$ cat config.mk
export PLATFORM = sky130hd
export DESIGN_NAME = svr_ctrl
export DESIGN_NICKNAME = d
export VERILOG_FILES = /design/src/sv/svr_pkg.sv /design/src/sv/svr_ctrl.sv
export SDC_FILE = /design/constraint.sdc
export NUM_CORES = 1
export LEC_CHECK = 0
export BUFFER_PORTS_ARGS = -buffer_cell sky130_fd_sc_hd__buf_2
export CAP_MARGIN = 15
export CELL_PAD_IN_SITES_DETAIL_PLACEMENT = 0
export CELL_PAD_IN_SITES_GLOBAL_PLACEMENT = 1
export CORE_MARGIN = 4
export CORE_UTILIZATION = 37
export CTS_CLUSTER_SIZE = 8
export DETAILED_ROUTE_END_ITERATION = 8
export GPL_TIMING_DRIVEN = 0
export HOLD_SLACK_MARGIN = 0.03
export PLACE_DENSITY_LB_ADDON = 0.1
export SETUP_SLACK_MARGIN = 0.2
export SLEW_MARGIN = 0
export SYNTH_ARGS = -nofsm -noshare
export SYNTH_HDL_FRONTEND = slang
export SYNTH_SLANG_ARGS = --single-unit
$ cat constraint.sdc
create_clock -name clk -period 6.2 [get_ports clk]
set_input_delay 0 -clock clk [delete_from_list [all_inputs] [get_ports clk]]
set_output_delay 0 -clock clk [all_outputs]
set_load 0.005 [all_outputs]
$ cat src/sv/svr_pkg.sv
// Shared types and constants for the submesh vertex renumbering block.
// Holds the payload structs, the map entry layout and the memory request bundle.
// No dependencies; every other file of the block refers to it by scoped names.
package svr_pkg;

  // Map geometry: one entry per original vertex index.
  localparam int unsigned MAP_AW = 16;
  localparam int unsigned NUM_W  = 16;
  localparam int unsigned TAG_W  = 8;
  localparam int unsigned CNT_W  = 17;
  localparam int unsigned LIM_W  = 25;

  // Largest count of compact numbers handed out after one start.
  localparam int unsigned VERTICES = 65536;

  // Number reported for a corner that could not be numbered any more.
  localparam logic [NUM_W-1:0] NO_NUMBER = '1;

  // Command codes of an input beat.
  localparam logic CMD_START = 1'b0;
  localparam logic CMD_QUAD  = 1'b1;

  typedef struct packed {
    logic             command;
    logic [NUM_W-1:0] corner0;
    logic [NUM_W-1:0] corner1;
    logic [NUM_W-1:0] corner2;
    logic [NUM_W-1:0] corner3;
    logic [NUM_W-1:0] owner_id;
  } svr_in_t;

  typedef struct packed {
    logic             kept;
    logic [NUM_W-1:0] new_corner0;
    logic [NUM_W-1:0] new_corner1;
    logic [NUM_W-1:0] new_corner2;
    logic [NUM_W-1:0] new_corner3;
    logic [3:0]       fresh_mask;
    logic [CNT_W-1:0] vertex_total;
  } svr_out_t;

  // One map entry: the entry is valid when its tag matches the current epoch.
  typedef struct packed {
    logic [TAG_W-1:0] tag;
    logic [NUM_W-1:0] number;
  } svr_entry_t;

  // Request bundle from the sequencer to the map memory.
  typedef struct packed {
    logic              rd_en;
    logic [MAP_AW-1:0] rd_addr;
    logic              wr_en;
    logic [MAP_AW-1:0] wr_addr;
    svr_entry_t        wr_data;
  } svr_mem_req_t;

  // Picks one corner of a quad beat.
  function automatic logic [NUM_W-1:0] corner_of(svr_in_t item, logic [1:0] k);
    logic [NUM_W-1:0] c;
    unique case (k)
      2'd0:    c = item.corner0;
      2'd1:    c = item.corner1;
      2'd2:    c = item.corner2;
      default: c = item.corner3;
    endcase
    return c;
  endfunction

endpackage

$ cat src/sv/svr_ctrl.sv
// Sequencer of the renumbering block: clearing pass, per-corner lookup and
// assignment, the vertex counter and the epoch that marks live map entries.
// Depends on svr_pkg; drives svr_map_mem through one request bundle.
module svr_ctrl #(
  parameter int unsigned VERTICES = svr_pkg::VERTICES
) (
  input  logic                                 clk,
  input  logic                                 rst_n,
  input  logic [svr_pkg::NUM_W-1:0]            target,
  input  logic                                 in_valid,
  output logic                                 in_ready,
  input  svr_pkg::svr_in_t                     in_data,
  output logic                                 res_valid,
  input  logic                                 res_ready,
  output svr_pkg::svr_out_t                    res_data,
  output svr_pkg::svr_mem_req_t                mem_req,
  input  svr_pkg::svr_entry_t                  mem_rd
);

  typedef enum logic [1:0] {
    ST_CLEAR,
    ST_IDLE,
    ST_LOOKUP,
    ST_FINISH
  } state_t;

  state_t                         state_r, state_nxt;
  logic [svr_pkg::MAP_AW-1:0]     clr_addr_r, clr_addr_nxt;
  logic [svr_pkg::TAG_W-1:0]      epoch_r, epoch_nxt;
  logic [svr_pkg::CNT_W-1:0]      count_r, count_nxt;
  logic                           clear_pend_r, clear_pend_nxt;
  logic [2:0]                     step_r, step_nxt;
  logic                           kept_r, kept_nxt;
  logic [3:0]                     fresh_r, fresh_nxt;
  logic [svr_pkg::NUM_W-1:0]      num_r [4];
  logic [svr_pkg::NUM_W-1:0]      num_nxt [4];
  svr_pkg::svr_in_t               item_r, item_nxt;

  logic [1:0]                     rs_k;
  logic [svr_pkg::NUM_W-1:0]      rs_corner;
  logic                           fwd_hit;
  logic [svr_pkg::NUM_W-1:0]      fwd_num;
  logic                           full;

  assign rs_k      = 2'(step_r - 3'd1);
  assign rs_corner = svr_pkg::corner_of(item_r, rs_k);
  assign full      = svr_pkg::LIM_W'(count_r) >= svr_pkg::LIM_W'(VERTICES);

  // A corner repeated inside the quad takes the outcome of its first occurrence.
  always_comb begin
    fwd_hit = 1'b0;
    fwd_num = '0;
    for (int j = 0; j < 3; j++) begin
      if (!fwd_hit && 2'(j) < rs_k && svr_pkg::corner_of(item_r, 2'(j)) == rs_corner) begin
        fwd_hit = 1'b1;
        fwd_num = num_r[j];
      end
    end
  end

  always_comb begin
    state_nxt      = state_r;
    clr_addr_nxt   = clr_addr_r;
    epoch_nxt      = epoch_r;
    count_nxt      = count_r;
    clear_pend_nxt = clear_pend_r;
    step_nxt       = step_r;
    kept_nxt       = kept_r;
    fresh_nxt      = fresh_r;
    num_nxt        = num_r;
    item_nxt       = item_r;
    mem_req        = '0;
    in_ready       = 1'b0;
    res_valid      = 1'b0;

    unique case (state_r)
      ST_CLEAR: begin
        mem_req.wr_en   = 1'b1;
        mem_req.wr_addr = clr_addr_r;
        mem_req.wr_data = '0;
        clr_addr_nxt    = clr_addr_r + 1'b1;
        if (clr_addr_r == '1) begin
          state_nxt = ST_IDLE;
        end
      end

      ST_IDLE: begin
        in_ready = 1'b1;
        if (in_valid) begin
          item_nxt  = in_data;
          kept_nxt  = 1'b0;
          fresh_nxt = '0;
          for (int k = 0; k < 4; k++) begin
            num_nxt[k] = '0;
          end
          if (in_data.command == svr_pkg::CMD_START) begin
            count_nxt = '0;
            state_nxt = ST_FINISH;
            // Tag zero marks cleared entries; running out of epochs forces a sweep.
            if (epoch_r == '1) begin
              epoch_nxt      = svr_pkg::TAG_W'(1);
              clear_pend_nxt = 1'b1;
            end else begin
              epoch_nxt = epoch_r + 1'b1;
            end
          end else if (in_data.owner_id != target) begin
            state_nxt = ST_FINISH;
          end else begin
            kept_nxt  = 1'b1;
            step_nxt  = '0;
            state_nxt = ST_LOOKUP;
          end
        end
      end

      ST_LOOKUP: begin
        if (step_r < 3'd4) begin
          mem_req.rd_en   = 1'b1;
          mem_req.rd_addr = svr_pkg::corner_of(item_r, step_r[1:0]);
        end
        if (step_r != 3'd0) begin
          if (fwd_hit) begin
            num_nxt[rs_k] = fwd_num;
          end else if (mem_rd.tag == epoch_r) begin
            num_nxt[rs_k] = mem_rd.number;
          end else if (full) begin
            num_nxt[rs_k] = svr_pkg::NO_NUMBER;
          end else begin
            num_nxt[rs_k]          = count_r[svr_pkg::NUM_W-1:0];
            fresh_nxt[rs_k]        = 1'b1;
            count_nxt              = count_r + 1'b1;
            mem_req.wr_en          = 1'b1;
            mem_req.wr_addr        = rs_corner;
            mem_req.wr_data.tag    = epoch_r;
            mem_req.wr_data.number = count_r[svr_pkg::NUM_W-1:0];
          end
        end
        step_nxt = step_r + 1'b1;
        if (step_r == 3'd4) begin
          state_nxt = ST_FINISH;
        end
      end

      ST_FINISH: begin
        res_valid = 1'b1;
        if (res_ready) begin
          if (clear_pend_r) begin
            clear_pend_nxt = 1'b0;
            clr_addr_nxt   = '0;
            state_nxt      = ST_CLEAR;
          end else begin
            state_nxt = ST_IDLE;
          end
        end
      end

      default: state_nxt = ST_IDLE;
    endcase
  end

  always_comb begin
    res_data.kept         = kept_r;
    res_data.new_corner0  = num_r[0];
    res_data.new_corner1  = num_r[1];
    res_data.new_corner2  = num_r[2];
    res_data.new_corner3  = num_r[3];
    res_data.fresh_mask   = fresh_r;
    res_data.vertex_total = count_r;
  end

  always_ff @(posedge clk) begin
    if (!rst_n) begin
      state_r      <= ST_CLEAR;
      clr_addr_r   <= '0;
      epoch_r      <= svr_pkg::TAG_W'(1);
      count_r      <= '0;
      clear_pend_r <= 1'b0;
      step_r       <= '0;
    end else begin
      state_r      <= state_nxt;
      clr_addr_r   <= clr_addr_nxt;
      epoch_r      <= epoch_nxt;
      count_r      <= count_nxt;
      clear_pend_r <= clear_pend_nxt;
      step_r       <= step_nxt;
    end
  end

  always_ff @(posedge clk) begin
    item_r  <= item_nxt;
    kept_r  <= kept_nxt;
    fresh_r <= fresh_nxt;
    num_r   <= num_nxt;
  end

endmodule

==> impl_metrics.env <==
export IMPL_maxSlewHeadroom_pct=25.4
export IMPL_yosysSeqAreaShare_pct=45.8
export IMPL_antennaDiodeCount=0
export IMPL_maxCapViolCount=0
export IMPL_syn_nets=1295
export IMPL_final_max_slew_violation_count=0
export IMPL_gp_congestion=0.928
export IMPL_crit_type="flip-flop to output port"
export IMPL_clock_latency_ns=0.46
export IMPL_syn_area_per_cell_um2=9.32
export IMPL_yosysTopAreaCell="edfxtp_1"
export IMPL_synth_common_cells="133 x edfxtp_1, 120 x a21oi_1, 118 x nor2_1"
export IMPL_wire_per_inst_um=22.5
export IMPL_yosysUniqueCellTypes=69
export IMPL_r2r_end="res_data[41]"
export IMPL_via_per_inst=5.67
export IMPL_critPathCaptureType="output port"
export IMPL_hold_path_depth=3
export IMPL_dp_cells=1812
export IMPL_finalSetupTns_ns=0
export IMPL_clock_sinks=180
export IMPL_grt_first_pass_wirelength_um=63000
export IMPL_worstReg2RegStart="step_r[0]"
export IMPL_die_h_um=179
export IMPL_syn_inst=1156
export IMPL_port_buffers=269
export IMPL_crit_arrival_ns=5.32
export IMPL_cts_buffer_depth=2
export IMPL_dr_pass1_iters=6
export IMPL_start_util_pct=37.5
export IMPL_reg2reg_depth=15
export IMPL_ctsResizeCount=0
export IMPL_grt_pass1_vias=10122
export IMPL_ios=271
export IMPL_wirelength_um=43100
export IMPL_worstPathCellList="inv_1, ha_1, inv_1, clkbuf_1, clkbuf_1, o21ai_0, o21ai_0, nor3_1, and3_1, buf_2, nor4_2, o211ai_1, buf_2, o31ai_1, buf_2"
export IMPL_synth_area_leaders="edfxtp_1 37%, dfxtp_1 8.7%, a21oi_1 5.6%, o21ai_0 5.2%, nor2_1 4.1%"
export IMPL_synth_top_area_share_pct=37.1
export IMPL_crit_fanout=10
export IMPL_ys_ff_latch=180
export IMPL_hold_path_end="epoch_r[3]"
export IMPL_peakVddDrop_mv=0.126
export IMPL_start_kind="flip-flop"
export IMPL_die_area_um2=31900
export IMPL_antenna_found_initial=0
export IMPL_area_delta_synth_final_pct=29.8
export IMPL_p_leak_uw=0.00547
export IMPL_path_clk_slew_ns=0.09
export IMPL_synthMostInstantiatedCell="edfxtp_1"
export IMPL_layout_nets=1653
export IMPL_vias=10830
export IMPL_yosys_most_used_dff="edfxtp_1"
export IMPL_max_freq_ghz=0.188
export IMPL_htreeDepth=4
export IMPL_root_buffer="clkbuf_16"
export IMPL_hold_viol_final=0
export IMPL_period_needed_ns=5.32
export IMPL_drc_errors=0
export IMPL_worst_pin_slew_ns=1.09
export IMPL_slowest_stage="nor4_2"
export IMPL_powerDensity_nw_per_um2=257
export IMPL_core_um2=28700
export IMPL_clock_skew_ns=0.0195
export IMPL_drt_iter0_drc=1159
export IMPL_layout_drive_gt1_share_pct=23.4
export IMPL_cp_required_ns=6.20
export IMPL_cpMostUsedCell="buf_2"
export IMPL_status="finished clean"
export IMPL_grtUsageTotal_pct=26.2
export IMPL_synth_edf_count=133
export IMPL_placement_rows=62
export IMPL_ant_nets=0
export IMPL_cts_tree="yes"
export IMPL_hold_start="in_data[80]"
export IMPL_cts_buffers=17
export IMPL_ys_warn_count=0
export IMPL_instances_no_fill=1911
export IMPL_die_w_um=179
export IMPL_async_flop_share_pct=0
export IMPL_timing_hold_ws_ns=0.0357
export IMPL_ff2ff_setup_slack_ns=0.99
export IMPL_syn_area_um2=10800
export IMPL_setup_viol=0
export IMPL_grt_start_max_net_pins=49
export IMPL_rsz0062_at_grt="false"
export IMPL_grt_overflow=0
export IMPL_critPathMaxStageDelay_ns=0.57
export IMPL_hp_class="input pin to flip-flop"
export IMPL_post_route_period_util_pct=85.8
export IMPL_dp_hpwl_um=32100
==> power by group <==
part | switching, uW | internal [uW]
combinational | 430 | 305
sequential | 179 | 1500
clock | 612 | 566
total | 1220 | 2370
==> registers in the layout, indices dropped and copies added (netlist names) <==
name,count
step_r,3
kept_r,1
clear_pend_r,1
count_r,17
state_r,2
res_data,64
item_r,64
epoch_r,8
clr_addr_r,16
fresh_r,4
==> layout make-up <==
cell class                      instances  area [um^2]
Tap cell                              384          480
Clock inverter                         15          215
Timing Repair Buffer                  339         2080
Buffer                                 79          344
Multi-Input combinational cell        847         5320
Fill cell                            2824        14700
Sequential cell                       180         4930
Inverter                               50          188
Clock buffer                           17          425
==> placed cells by master, fill, tap and decap left out, types with 32 or more instances in the layout <==
master	netlist	routed
dlygate4sd3_1	0	67
xnor2_1	39	39
a21oi_1	120	119
buf_2	14	283
edfxtp_1	133	133
o21ai_0	111	111
nand3_1	32	32
inv_1	50	49
nor2_1	118	118
dfxtp_1	47	47
nand2_1	75	75
clkbuf_1	55	55
==> worst max-delay path, delay by kind of cell, from the launching register on <==
family          cells  cell delay [ns]
buf+inv             7             1.99
compound gates      4             1.26
simple gates        3             0.83
fa+ha+maj           1             0.34
flops               1             0.43
==> cells by family (layout without fill, tap and decap cells) <==
kind of cell | after synthesis | in the layout | share of synthesized area (%)
adder cells (fa/ha/maj) | 14 | 14 | 1.63
AO/OA/AOI/OAI | 398 | 398 | 25.1
XOR/XNOR | 65 | 65 | 5.28
flip-flops | 180 | 180 | 45.8
buffers and inverters | 129 | 500 | 4.94
AND/OR/NAND/NOR | 364 | 364 | 16.7
multiplexers | 6 | 6 | 0.569
==> per-stage QoR <==
step	cell area (um^2)	util (%)	setup slack, ns	total power [uW]
after floorplan	10800	-	1.69	2030
after global routing	14000	48.7	0.672	3750
final	14000	48.7	0.882	3590
after global placement	12600	43.9	-0.575	2390
after CTS	14000	48.7	0.979	3610
after detailed placement	12700	44.2	1.15	2400
==> worst max-delay path by stage <==
stage	from	endpoint	slack (ns)	cells past startpoint
after floorplan	state_r[0]	count_r[16]	1.69	11
after global placement	state_r[0]	count_r[16]	-0.58	11
final	step_r[0]	mem_req[27]	0.88	15
after detailed placement	step_r[0]	res_data[41]	1.15	15
after global routing	step_r[0]	mem_req[26]	0.67	15
after CTS	step_r[0]	mem_req[27]	0.98	15
==> metal layers <==
metal	up-vias	track usage [%]	share of wire (%)	wire length, um
met1	5217	38.1	45	19400
li1	5039	-	-	-
met4	0	7.23	2.0	844
met3	50	4.73	8.4	3620
met2	524	40.1	45	19300
met5	-	0	0	0
==> what timing repair did <==
item | CTS | global route
hold endpoints to repair | 67 | 0
hold buffers | 67 | 0
buffers inserted | 0 | 0
No activity file was read; power rests on OpenSTA's default activity.
